## src/hdl/tga_rle_packet_decoder_macros.svh

```systemverilog
// ----------------------------------------------------------------------------
// Assertion macros for the TGA RLE packet decoder.
// Each macro expects clk and rst_n to be visible at the point of use.
// ----------------------------------------------------------------------------
`ifndef TGA_RLE_PACKET_DECODER_MACROS_SVH
`define TGA_RLE_PACKET_DECODER_MACROS_SVH

// Same-cycle implication, checked outside reset.
`define TRPD_ASSERT(label, ante, cons, msg) \
  label: assert property (@(posedge clk) disable iff (!rst_n) (ante) |-> (cons)) \
    else $error(msg);

// Next-cycle implication, checked outside reset.
`define TRPD_ASSERT_NEXT(label, ante, cons, msg) \
  label: assert property (@(posedge clk) disable iff (!rst_n) (ante) |=> (cons)) \
    else $error(msg);

`endif

```

## src/hdl/trpd_pkg.sv

```systemverilog
// ----------------------------------------------------------------------------
// trpd_pkg
// Shared types and constants of the TGA RLE packet decoder.
// ----------------------------------------------------------------------------
package trpd_pkg;

  // Configuration register indexes.
  localparam logic [1:0] CFG_BPP   = 2'd0;
  localparam logic [1:0] CFG_RLE   = 2'd1;
  localparam logic [1:0] CFG_TOTAL = 2'd2;

  // Largest number of pixels carried by one result.
  localparam int LANES = 2;

  // Command passed from the front end to the back end. A count of zero
  // stands for a single result without pixels.
  typedef struct packed {
    logic [31:0] pixel;
    logic [7:0]  cnt;
    logic        img_end;
    logic        ov;
  } cmd_t;

endpackage

```

## src/hdl/tga_rle_packet_decoder.sv

```systemverilog
// ----------------------------------------------------------------------------
// tga_rle_packet_decoder
// Decodes the TGA image-data byte stream into results of up to two pixels.
// ----------------------------------------------------------------------------
// Usage:
//   The input channel takes one byte per transaction (in_valid, in_stall).
//   The front end finishes each byte before it takes the next one. The
//   result channel (out_valid, out_stall) carries pixel pairs. A run packet
//   of N pixels expands into ceil(N/2) results, one per cycle while the
//   output does not stall; the front end keeps parsing bytes meanwhile
//   until the two-entry queue fills, and the back end's run expansion sets
//   the rate for run packets. A byte passes the byte register, the command
//   queue and the back end's command register before its result shows on
//   out_valid; each command is loaded after the last result of the one
//   before. Configuration is written through cfg_wr_en, cfg_index and
//   cfg_wdata; the user is to write it only while the block is idle, which
//   the block does not enforce. Writes to an unused index are ignored. A
//   stalled output holds its result; the queue then fills and the input
//   stalls. Reset (rst_n low at a clock edge) empties the queue and output,
//   restores the register defaults and expects a packet header next.
// ----------------------------------------------------------------------------
module tga_rle_packet_decoder (
  input  logic        clk,
  input  logic        rst_n,
  input  logic        cfg_wr_en,
  input  logic [1:0]  cfg_index,
  input  logic [31:0] cfg_wdata,
  input  logic        in_valid,
  output logic        in_stall,
  input  logic [7:0]  in_data_byte,
  output logic        out_valid,
  input  logic        out_stall,
  output logic [31:0] out_pixel_first,
  output logic [31:0] out_pixel_second,
  output logic [1:0]  out_pixel_count,
  output logic        out_image_end,
  output logic        out_overrun
);

  logic           q_full;
  logic           q_push;
  logic           q_pop;
  logic           q_valid;
  trpd_pkg::cmd_t push_cmd;
  trpd_pkg::cmd_t head_cmd;

  trpd_front u_front (
    .clk          (clk),
    .rst_n        (rst_n),
    .cfg_wr_en    (cfg_wr_en),
    .cfg_index    (cfg_index),
    .cfg_wdata    (cfg_wdata),
    .in_valid     (in_valid),
    .in_stall     (in_stall),
    .in_data_byte (in_data_byte),
    .q_full       (q_full),
    .q_push       (q_push),
    .q_cmd        (push_cmd)
  );

  trpd_fifo u_fifo (
    .clk       (clk),
    .rst_n     (rst_n),
    .push      (q_push),
    .push_cmd  (push_cmd),
    .full      (q_full),
    .pop       (q_pop),
    .not_empty (q_valid),
    .head_cmd  (head_cmd)
  );

  trpd_back u_back (
    .clk              (clk),
    .rst_n            (rst_n),
    .q_valid          (q_valid),
    .q_cmd            (head_cmd),
    .q_pop            (q_pop),
    .out_valid        (out_valid),
    .out_stall        (out_stall),
    .out_pixel_first  (out_pixel_first),
    .out_pixel_second (out_pixel_second),
    .out_pixel_count  (out_pixel_count),
    .out_image_end    (out_image_end),
    .out_overrun      (out_overrun)
  );

endmodule

```

## src/hdl/trpd_front.sv

```systemverilog
// ----------------------------------------------------------------------------
// trpd_front
// Configuration registers, byte capture, packet parsing and pixel assembly.
// Each byte becomes at most one command for the back end.
// ----------------------------------------------------------------------------
module trpd_front (
  input  logic              clk,
  input  logic              rst_n,
  input  logic              cfg_wr_en,
  input  logic [1:0]        cfg_index,
  input  logic [31:0]       cfg_wdata,
  input  logic              in_valid,
  output logic              in_stall,
  input  logic [7:0]        in_data_byte,
  input  logic              q_full,
  output logic              q_push,
  output trpd_pkg::cmd_t    q_cmd
);

  localparam logic F_IDLE = 1'b0;
  localparam logic F_EXEC = 1'b1;

  logic [2:0]  bpp_r;
  logic        rle_r;
  logic [31:0] total_r;

  logic        state_r, state_nxt;
  logic [7:0]  byte_r, byte_nxt;
  logic [31:0] rem_r, rem_nxt;
  logic        fin_r, fin_nxt;
  logic        in_pix_r, in_pix_nxt;
  logic        run_r, run_nxt;
  logic [7:0]  left_r, left_nxt;
  logic [1:0]  bip_r, bip_nxt;
  logic [31:0] asm_r, asm_nxt;
  logic [31:0] done_r, done_nxt;

  logic [32:0] diff;
  logic [2:0]  size;
  logic [31:0] asm_take;
  logic        take_done;
  logic [1:0]  pos_inc;
  logic        rem_small;
  logic [7:0]  hdr_cnt;
  logic        hdr_clip;
  logic        run_clip;
  logic [7:0]  run_cnt;
  logic [7:0]  lit_left;

  assign in_stall = (state_r != F_IDLE);

  // Borrow in bit 32 means the image is already complete.
  assign diff = {1'b0, total_r} - {1'b0, done_r};

  always_comb begin
    case (bpp_r)
      3'd0:                 size = 3'd1;
      3'd1, 3'd2, 3'd3, 3'd4: size = bpp_r;
      default:              size = 3'd4;
    endcase
  end

  always_comb begin
    asm_take = (bip_r == 2'd0) ? 32'h0 : asm_r;
    asm_take[{bip_r, 3'b000} +: 8] = byte_r;
  end

  assign take_done = ({1'b0, bip_r} + 3'd1) >= size;
  assign pos_inc   = bip_r + 2'd1;
  assign rem_small = (rem_r[31:8] == 24'h0);
  assign hdr_cnt   = {1'b0, byte_r[6:0]} + 8'd1;
  assign hdr_clip  = rem_small && (hdr_cnt > rem_r[7:0]);
  assign run_clip  = rem_small && (left_r > rem_r[7:0]);
  assign run_cnt   = run_clip ? rem_r[7:0] : left_r;
  assign lit_left  = (left_r == 8'd0) ? 8'd0 : left_r - 8'd1;

  always_comb begin
    state_nxt  = state_r;
    byte_nxt   = byte_r;
    rem_nxt    = rem_r;
    fin_nxt    = fin_r;
    in_pix_nxt = in_pix_r;
    run_nxt    = run_r;
    left_nxt   = left_r;
    bip_nxt    = bip_r;
    asm_nxt    = asm_r;
    done_nxt   = done_r;
    q_push     = 1'b0;
    q_cmd      = '0;

    if (state_r == F_IDLE) begin
      if (in_valid) begin
        state_nxt = F_EXEC;
        byte_nxt  = in_data_byte;
        rem_nxt   = diff[31:0];
        fin_nxt   = diff[32] || (diff[31:0] == 32'h0);
      end
    end else if (!q_full) begin
      state_nxt = F_IDLE;
      if (fin_r) begin
        q_push   = 1'b1;
        q_cmd.ov = 1'b1;
      end else if (!rle_r) begin
        asm_nxt = asm_take;
        bip_nxt = take_done ? 2'd0 : pos_inc;
        if (take_done) begin
          done_nxt      = done_r + 32'd1;
          q_push        = 1'b1;
          q_cmd.pixel   = asm_take;
          q_cmd.cnt     = 8'd1;
          q_cmd.img_end = (rem_r == 32'd1);
        end
      end else if (!in_pix_r) begin
        // Packet header: the count is clipped to what is left of the image.
        run_nxt    = byte_r[7];
        left_nxt   = hdr_clip ? rem_r[7:0] : hdr_cnt;
        in_pix_nxt = 1'b1;
        bip_nxt    = 2'd0;
        if (hdr_clip) begin
          q_push   = 1'b1;
          q_cmd.ov = 1'b1;
        end
      end else begin
        asm_nxt = asm_take;
        bip_nxt = take_done ? 2'd0 : pos_inc;
        if (take_done) begin
          q_push      = 1'b1;
          q_cmd.pixel = asm_take;
          if (run_r) begin
            done_nxt      = done_r + {24'h0, run_cnt};
            q_cmd.cnt     = run_cnt;
            q_cmd.img_end = ({24'h0, run_cnt} == rem_r);
            q_cmd.ov      = run_clip;
            left_nxt      = 8'd0;
            in_pix_nxt    = 1'b0;
          end else begin
            done_nxt      = done_r + 32'd1;
            q_cmd.cnt     = 8'd1;
            q_cmd.img_end = (rem_r == 32'd1);
            left_nxt      = lit_left;
            if (lit_left == 8'd0) begin
              in_pix_nxt = 1'b0;
            end
          end
        end
      end
    end
  end

  always_ff @(posedge clk) begin
    if (!rst_n) begin
      bpp_r    <= 3'd4;
      rle_r    <= 1'b1;
      total_r  <= 32'h0;
      state_r  <= F_IDLE;
      fin_r    <= 1'b0;
      in_pix_r <= 1'b0;
      run_r    <= 1'b0;
      left_r   <= 8'd0;
      bip_r    <= 2'd0;
      done_r   <= 32'h0;
    end else begin
      if (cfg_wr_en) begin
        case (cfg_index)
          trpd_pkg::CFG_BPP:   bpp_r   <= cfg_wdata[2:0];
          trpd_pkg::CFG_RLE:   rle_r   <= cfg_wdata[0];
          trpd_pkg::CFG_TOTAL: total_r <= cfg_wdata;
          default: ;
        endcase
      end
      state_r  <= state_nxt;
      fin_r    <= fin_nxt;
      in_pix_r <= in_pix_nxt;
      run_r    <= run_nxt;
      left_r   <= left_nxt;
      bip_r    <= bip_nxt;
      done_r   <= done_nxt;
    end
  end

  always_ff @(posedge clk) begin
    byte_r <= byte_nxt;
    rem_r  <= rem_nxt;
    asm_r  <= asm_nxt;
  end

endmodule

```

## src/hdl/trpd_fifo.sv

```systemverilog
// ----------------------------------------------------------------------------
// trpd_fifo
// Two-entry command queue between the front end and the back end.
// ----------------------------------------------------------------------------
module trpd_fifo (
  input  logic              clk,
  input  logic              rst_n,
  input  logic              push,
  input  trpd_pkg::cmd_t    push_cmd,
  output logic              full,
  input  logic              pop,
  output logic              not_empty,
  output trpd_pkg::cmd_t    head_cmd
);

  trpd_pkg::cmd_t mem_r [2];
  logic       wr_ptr_r, wr_ptr_nxt;
  logic       rd_ptr_r, rd_ptr_nxt;
  logic [1:0] count_r, count_nxt;
  logic       do_push, do_pop;

  assign full      = (count_r == 2'd2);
  assign not_empty = (count_r != 2'd0);
  assign head_cmd  = mem_r[rd_ptr_r];
  assign do_push   = push && !full;
  assign do_pop    = pop && not_empty;

  always_comb begin
    wr_ptr_nxt = do_push ? ~wr_ptr_r : wr_ptr_r;
    rd_ptr_nxt = do_pop ? ~rd_ptr_r : rd_ptr_r;
    count_nxt  = count_r + {1'b0, do_push} - {1'b0, do_pop};
  end

  always_ff @(posedge clk) begin
    if (!rst_n) begin
      wr_ptr_r <= 1'b0;
      rd_ptr_r <= 1'b0;
      count_r  <= 2'd0;
    end else begin
      wr_ptr_r <= wr_ptr_nxt;
      rd_ptr_r <= rd_ptr_nxt;
      count_r  <= count_nxt;
    end
  end

  always_ff @(posedge clk) begin
    if (do_push) begin
      mem_r[wr_ptr_r] <= push_cmd;
    end
  end

endmodule

```

## src/hdl/trpd_back.sv

```systemverilog
// ----------------------------------------------------------------------------
// trpd_back
// Expands commands into results of up to two pixels and holds the output
// register of the result channel.
// ----------------------------------------------------------------------------
`include "tga_rle_packet_decoder_macros.svh"

module trpd_back (
  input  logic              clk,
  input  logic              rst_n,
  input  logic              q_valid,
  input  trpd_pkg::cmd_t    q_cmd,
  output logic              q_pop,
  output logic              out_valid,
  input  logic              out_stall,
  output logic [31:0]       out_pixel_first,
  output logic [31:0]       out_pixel_second,
  output logic [1:0]        out_pixel_count,
  output logic              out_image_end,
  output logic              out_overrun
);

  localparam logic [7:0] LANES8 = 8'(trpd_pkg::LANES);

  logic           act_r, act_nxt;
  trpd_pkg::cmd_t cur_r, cur_nxt;
  logic [7:0]     left_r, left_nxt;
  logic           out_valid_r, out_valid_nxt;
  logic [31:0]    out_first_r, out_first_nxt;
  logic [31:0]    out_second_r, out_second_nxt;
  logic [1:0]     out_count_r, out_count_nxt;
  logic           out_end_r, out_end_nxt;
  logic           out_ov_r, out_ov_nxt;

  logic           slot_free;
  logic           last;
  logic [7:0]     k;

  assign slot_free = !out_valid_r || !out_stall;
  assign last      = (left_r <= LANES8);
  assign k         = last ? left_r : LANES8;
  assign q_pop     = !act_r && q_valid;

  always_comb begin
    act_nxt        = act_r;
    cur_nxt        = cur_r;
    left_nxt       = left_r;
    out_valid_nxt  = out_valid_r;
    out_first_nxt  = out_first_r;
    out_second_nxt = out_second_r;
    out_count_nxt  = out_count_r;
    out_end_nxt    = out_end_r;
    out_ov_nxt     = out_ov_r;

    if (!act_r) begin
      if (q_valid) begin
        act_nxt  = 1'b1;
        cur_nxt  = q_cmd;
        left_nxt = q_cmd.cnt;
      end
      if (slot_free) begin
        out_valid_nxt = 1'b0;
      end
    end else if (slot_free) begin
      // Flags of a command belong to its final result only.
      out_valid_nxt  = 1'b1;
      out_first_nxt  = (left_r == 8'd0) ? 32'h0 : cur_r.pixel;
      out_second_nxt = (k > 8'd1) ? cur_r.pixel : 32'h0;
      out_count_nxt  = k[1:0];
      out_end_nxt    = cur_r.img_end && last;
      out_ov_nxt     = cur_r.ov && last;
      left_nxt       = left_r - k;
      if (last) begin
        act_nxt = 1'b0;
      end
    end
  end

  always_ff @(posedge clk) begin
    if (!rst_n) begin
      act_r       <= 1'b0;
      left_r      <= 8'd0;
      out_valid_r <= 1'b0;
    end else begin
      act_r       <= act_nxt;
      left_r      <= left_nxt;
      out_valid_r <= out_valid_nxt;
    end
  end

  always_ff @(posedge clk) begin
    cur_r        <= cur_nxt;
    out_first_r  <= out_first_nxt;
    out_second_r <= out_second_nxt;
    out_count_r  <= out_count_nxt;
    out_end_r    <= out_end_nxt;
    out_ov_r     <= out_ov_nxt;
  end

  assign out_valid        = out_valid_r;
  assign out_pixel_first  = out_first_r;
  assign out_pixel_second = out_second_r;
  assign out_pixel_count  = out_count_r;
  assign out_image_end    = out_end_r;
  assign out_overrun      = out_ov_r;

  `TRPD_ASSERT(a_second_zero, out_valid_r && (out_count_r != 2'd2), out_second_r == 32'h0, "second pixel set in a result with fewer than two pixels")
  `TRPD_ASSERT(a_end_has_pixel, out_valid_r && out_end_r, out_count_r != 2'd0, "image end marked on a result without pixels")
  `TRPD_ASSERT_NEXT(a_run_continues, act_r && slot_free && (left_r > LANES8), act_r && (left_r == $past(left_r) - LANES8), "run expansion lost pixels")

endmodule

```

## config.mk

```make
export PLATFORM = sky130hd
export DESIGN_NAME = tga_rle_packet_decoder
export DESIGN_NICKNAME = d
export VERILOG_FILES = /design/src/hdl/trpd_pkg.sv /design/src/hdl/tga_rle_packet_decoder.sv /design/src/hdl/trpd_front.sv /design/src/hdl/trpd_fifo.sv /design/src/hdl/trpd_back.sv
export VERILOG_INCLUDE_DIRS = /design/src /design/src/hdl
export SDC_FILE = /design/constraint.sdc
export NUM_CORES = 1
export LEC_CHECK = 0
export BUFFER_PORTS_ARGS = -buffer_cell sky130_fd_sc_hd__buf_2
export CAP_MARGIN = 15
export CELL_PAD_IN_SITES_DETAIL_PLACEMENT = 1
export CELL_PAD_IN_SITES_GLOBAL_PLACEMENT = 1
export CORE_MARGIN = 4
export CORE_UTILIZATION = 40
export CTS_CLUSTER_DIAMETER = 80
export DETAILED_ROUTE_END_ITERATION = 8
export PLACE_DENSITY_LB_ADDON = 0.25
export SYNTH_ARGS = -nofsm -noshare
export SYNTH_HDL_FRONTEND = slang
export SYNTH_HIERARCHICAL = 1
export SYNTH_SLANG_ARGS = --single-unit
```

## constraint.sdc

```tcl
create_clock -name clk -period 7.78 [get_ports clk]
set_input_delay 0 -clock clk [delete_from_list [all_inputs] [get_ports clk]]
set_output_delay 0 -clock clk [all_outputs]
set_load 0.03 [all_outputs]
```

==> run metrics, run 1 <==
Root Driver clkbuf_16; Die W 216 um; CTS resizes 0; gr ovfl total 0; synthesized area 17,300 um2; DR DRC count 0; simple-gate share of the synthesized area 0.158; final hold vios 0; Hold Path End u_front/total_r[27]; n_diodes 0; post-synthesis xor/xnor area fraction 0.0327; CTS H-Tree Depth 2; sequential area share after synthesis 0.559; antenna-violating nets left 0; IO Pins 117; routed via count 12,100; I/O Buffers 116; WP depth 18; R2R cell count 18; drt pass-1 iters 4; core region area 43,000 um2; Post-Synth Adder-Cell Area 0.0542; 1st-iter DRT viols 526; hold depth 5; Worst Clk Skew 0.0114 ns; Die ar. 46,800 um2; Setup Viol. Count Final 0; CP cell instances nor4_1 > nand4_1 > nor2_1 > o211ai_1 > buf_4 > o21ai_0 > ha_1 > nor2b_1 > o21ai_0 > a21boi_0 > o21ai_1 > a21boi_0 > o21a_1 > o311ai_1 > buf_4 > nor4_1 > xnor2_1 > and2_1; FF-to-FF End u_front/done_r[22]; drt via density 5.23; Tightest Hold Check Type in2reg; hold wc startpoint cfg_index[1]; kind of critical path reg2reg; dpl ws 3.25 ns; M3 GR Usage 0.0259; outcome finished clean; Worst Setup SP u_front/rem_r[27]; global routing usage on met2 0.335; Synth area leader edfxtp_1; TritonCTS clock tree built; most numerous cell in the Yosys netlist edfxtp_1; multiplexer share of the synthesized area 0.0429; fin. max-slew vios 0; RR Startpoint u_front/rem_r[27]; flop-to-flop setup slack 3.19 ns; Max-Cap Viols 0; met1 Resource Use GR 0.226; Slew @ Worst Pin 1.06 ns; largest net degree at the start of global routing 87; Peak VDD IR 0.158 mV; vias in the first global route 12,600; # rows 76; RSZ-0062 raised after global routing no; first-pass GRT wire length 69.3 mm; Final HPWL DP 31.0 mm; mean post-synth cell area 11.4 um2; DRT Wirelength 43.0 mm; Synth async-reset ratio 0; Critical path buffers and inverters 2; Post-synth EDFFs 258; max_slew headroom 0.291; synth top area cells edfxtp_1, dfxtp_1, ha_1, mux2_4, nand2_1; Top FF cell, synth edfxtp_1; Routed WL per cell 18.6 um; CTS buffer count 40; minimum clock period 4.59 ns; fmax 0.218 GHz; Net count, final 1,810; top-area cell type share of the netlist area 0.447; All-Layer GR Usage 0.183; flops & latches, synth 355; GP Congestion 0.833; largest family of logic cells by synthesized area simple AND/OR/NAND/NOR gates; share of cells above drive strength 1 0.156; startpoint class of the critical path flip-flop; clock-pin slew on the worst setup and hold paths 0.06 ns; synth warn 6; Worst Slack Setup Final 3.19 ns; clock sinks 355; period utilisation layout 0.590; Power Density 224 nW/um2; Initial Util 0.404; initial antenna violation count 0; CTS Buffer Depth 3; clk_lat worst skew 0.55 ns; Unique masters post-synth 85; CP endpoint kind flip-flop; Setup TNS Final 0 ns; worst endpoint required time 8.22 ns; Worst path slowest cell nor4_1; worst-path maximum fanout 16; Compound-Gate Fraction of Synth Area 0.118; syn nets 1,644; delay-heaviest family, CP compound AO/OA/AOI/OAI gates; post-CTS setup buffer count 0; commonest cells in the netlist edfxtp_1, nand2_1, dfxtp_1; CP arrival 5.03 ns; slowest cell delay on critical path 0.68 ns; Die Ht 216 um; cells after synthesis 1,523; busiest grt layer met2; area grow syn2layout 16.8%; Pleak 7.59 nW
==> flip-flops by register name (all words and copies together), names as in the netlist, 2 cells and up, named ones only <==
signal / flops
u_front/bip_r: 2
u_back/out_pixel_count: 2
u_front/bpp_r: 3
u_back/out_pixel_second: 32
u_back/cur_r: 34
u_back/out_pixel_first: 32
u_fifo/mem_r: 84
u_front/rem_r: 32
u_front/done_r: 32
u_back/left_r: 8
u_front/asm_r: 32
u_front/left_r: 8
u_front/total_r: 32
u_front/byte_r: 8
u_fifo/count_r: 2
==> worst max-delay path by stage <==
stage                               endpoint  slack [ns]
after CTS                 u_front/done_r[22]        3.20
after global routing      u_front/done_r[14]        2.74
final                     u_front/done_r[22]        3.19
after detailed placement  u_front/done_r[22]        3.25
after floorplan                u_front/fin_r        2.79
after global placement    u_front/done_r[22]        3.33
==> cells by family after synthesis <==
kind of cell	after synthesis
flops	355
simple gates	534
xor+xnor	64
mux	54
fa+ha+maj	74
compound gates	309
buf+inv	132
other cells	1
==> per-stage QoR <==
stage | hold slack (ns) | area, um2 | total power (W) | std cells | utilization
finish | 0.141 | 20300 | 0.00454 | 2306 | 0.471
global placement | 0.179 | 18500 | 0.00275 | 2181 | 0.430
floorplan | 0.0989 | 17300 | 0.00260 | 1523 | -
CTS | 0.0861 | 20200 | 0.00461 | 2305 | 0.471
detailed placement | 0.179 | 18500 | 0.00277 | 2181 | 0.430
global route | 0.169 | 20300 | 0.00476 | 2306 | 0.471
==> timing repair <==
item,in CTS,in global routing
setup endpoints to repair,0,0
hold buffers,50,0
hold endpoints to repair,53,0
==> worst register-to-register path: stages (launching register included) <==
cell	delay, ns
edfxtp_1	0.35
nor4_1	0.68
nand4_1	0.25
nor2_1	0.25
o211ai_1	0.15
buf_4	0.22
o21ai_0	0.28
ha_1	0.33
nor2b_1	0.14
o21ai_0	0.20
a21boi_0	0.14
o21ai_1	0.19
a21boi_0	0.14
o21a_1	0.21
o311ai_1	0.29
buf_4	0.28
nor4_1	0.09
xnor2_1	0.12
and2_1	0.16
==> routing by layer <==
| metal | routed length (um) | vias to the layer above |
|---|---|---|
| li1 | - | 5840 |
| met1 | 18200 | 5942 |
| met2 | 22300 | 206 |
| met3 | 1460 | 65 |
| met4 | 992 | 0 |
| met5 | 0 | - |
==> cell usage in the layout (no fill, tap or decap), types with 9 or more instances in the layout <==
master / count
edfxtp_1: 258
nand2_1: 142
buf_2: 116
dfxtp_1: 96
a21oi_1: 91
nor2_1: 84
nor2b_1: 72
ha_1: 72
inv_1: 68
and2_1: 65
o21ai_0: 53
dlygate4sd3_1: 50
clkbuf_16: 41
mux2_4: 40
xnor2_1: 38
a21boi_0: 38
nor3_1: 35
nand3_1: 26
xor2_1: 25
buf_4: 20
nor4_1: 20
nand4_1: 20
nand2b_1: 16
a22o_1: 16
clkbuf_1: 13
a21o_1: 13
mux2i_1: 11
clkinv_2: 9
and3_1: 9
o211ai_1: 9
or3_1: 9
==> final cells by class <==
type,count,area [um2]
fill,4664,22700
sequential,355,9690
multi-input combinational,1036,7070
timing repair buffer,187,1240
clock buffer,56,1100
tap,585,732
inverter,69,259
clock inverter,18,155
==> where the power goes <==
part | switching [W] | internal [W] | leakage, nW
clock network | 0.000761 | 0.00103 | 0.615
registers | 0.0000513 | 0.00213 | 3.13
logic | 0.000353 | 0.000215 | 3.85
total | 0.00117 | 0.00338 | 7.59
Note: power is estimated with default switching activity, not from simulation.
==> run 2, diff against run 1 <==
==> constraint.sdc (replaced) <==
create_clock -name clk -period 3.92 [get_ports clk]
set_input_delay 0 -clock clk [delete_from_list [all_inputs] [get_ports clk]]
set_output_delay 0 -clock clk [all_outputs]
set_load 0.03 [all_outputs]
==> run metrics, run 2 (synthesis gave the netlist of run 1 again) <==
dpl ws -0.299 ns; core region area 43,000 um2; CTS buffer count 40; hold depth 5; Worst Slack Setup Final -0.153 ns; IO Pins 117; Power Density 431 nW/um2; Setup Viol. Count Final 16; largest net degree at the start of global routing 96; worst endpoint required time 4.40 ns; share of cells above drive strength 1 0.241; CTS H-Tree Depth 2; Pleak 8.30 nW; period utilisation layout 1.04; startpoint class of the critical path flip-flop; Worst Clk Skew 0.0139 ns; first-pass GRT wire length 72.0 mm; I/O Buffers 116; most common cell after layout, fill and taps aside edfxtp_1; clock sinks 355; Worst path slowest cell edfxtp_1; kind of critical path reg2reg; Root Driver clkbuf_16; clock-pin slew on the worst setup and hold paths 0.06 ns; final non-filler cell total 2,418; outcome complete, but fails checks; CTS Buffer Depth 3; FF-to-FF End u_front/done_r[4]; minimum clock period 4.07 ns; Max-Cap Viols 0; CP endpoint kind flip-flop; Hold Path End u_front/total_r[0]; CP dominant cell by count buf_4; n_diodes 0; Peak VDD IR 0.298 mV; TritonCTS clock tree built; final hold vios 0; Die ar. 46,800 um2; RSZ-0062 raised after global routing yes; vias in the first global route 13,300; Most flops, register u_fifo/mem_r; gr ovfl total 0; Final HPWL DP 31.8 mm; antenna-violating nets left 0; fmax 0.246 GHz; max_slew headroom 0.367; Slew @ Worst Pin 0.949 ns; drt pass-1 iters 5; Critical path buffers and inverters 12; delay-heaviest family, CP buffers and inverters; slowest cell delay on critical path 0.41 ns; area grow syn2layout 24.7%; clk_lat worst skew 0.56 ns; # rows 76; hold wc startpoint cfg_index[1]; Tightest Hold Check Type in2reg; initial antenna violation count 0; Setup TNS Final -1.08 ns; routed via count 12,600; placed cell count 2,257; CP arrival 4.56 ns; Min Hold Slack 0.102 ns; DR DRC count 0; Regs by FF count u_fifo/mem_r: 84 flops, u_back/cur_r: 34 flops; RR Startpoint u_front/rem_r[5]; Initial Util 0.404; DRT Wirelength 45.4 mm; flop-to-flop setup slack -0.15 ns; max reg flops 84; Net count, final 1,922; 1st-iter DRT viols 660; Die W 216 um; fin. max-slew vios 0; Die Ht 216 um; Routed WL per cell 18.8 um; All-Layer GR Usage 0.191; worst-path maximum fanout 6; R2R cell count 27; GP Congestion 0.855; drt via density 5.20; failing checks negative setup slack; most frequent cells in the layout edfxtp_1, nand2_1, buf_4
## run 2: area by class of cell
type | instances | area, um2
Multi-Input combinational cell | 1036 | 7460
Fill cell | 4621 | 21300
Sequential cell | 355 | 9690
Timing Repair Buffer | 299 | 2200
Clock buffer | 53 | 1090
Inverter | 69 | 259
Clock inverter | 21 | 210
Tap cell | 585 | 732
## run 2: worst max-delay path by stage
stage | startpoint | end | slack, ns | depth (start not counted)
finish | u_front/rem_r[5] | u_front/done_r[4] | -0.15 | 27
global route | u_front/rem_r[5] | u_front/done_r[10] | -0.37 | 23
CTS | u_front/rem_r[5] | u_front/done_r[26] | -0.14 | 22
detailed placement | u_front/rem_r[20] | u_front/done_r[26] | -0.30 | 19
global placement | u_front/rem_r[5] | u_front/done_r[26] | -0.19 | 22
floorplan | u_front/rem_r[5] | u_front/done_r[17] | 0.0002 | 22
## run 2: worst min-delay path: cells and delay by family
family	cells	cell delay [ns]
buffers and inverters	2	0.37
and+or+nand+nor	2	0.18
AOI/OAI and AO/OA	1	0.06
## run 2: metrics by stage
step            util  area (um2)  total power, W
2_1_floorplan      -       17400         0.00516
3_3_place_gp   0.446       19200         0.00554
3_5_place_dp   0.446       19200         0.00559
4_1_cts        0.494       21200         0.00938
5_1_grt        0.503       21600         0.00973
6_report       0.503       21600         0.00932
## run 2: metal layers
| layer | global-route usage | vias to the layer above | share of wire |
|---|---|---|---|
| li1 | - | 6066 | - |
| met3 | 0.0257 | 66 | 0.033 |
| met1 | 0.233 | 6221 | 0.42 |
| met2 | 0.350 | 221 | 0.52 |
| met5 | 0 | - | 0 |
| met4 | 0.0591 | 0 | 0.024 |
## run 2: what timing repair did
action,4_1_cts,5_1_grt
endpoints found under the setup margin,25,28
gates cloned,0,1
hold buffers,48,0
setup buffers,25,17
pin swaps,21,39
resized for setup,23,61
hold endpoints to repair,46,0
## run 2: power breakdown
group / leakage (nW) / total (W) / internal, W / switching, W
Clock: 0.638 / 0.00372 / 0.00218 / 0.00154
Combinational: 4.53 / 0.00130 / 0.000524 / 0.000772
Sequential: 3.13 / 0.00431 / 0.00423 / 0.0000857
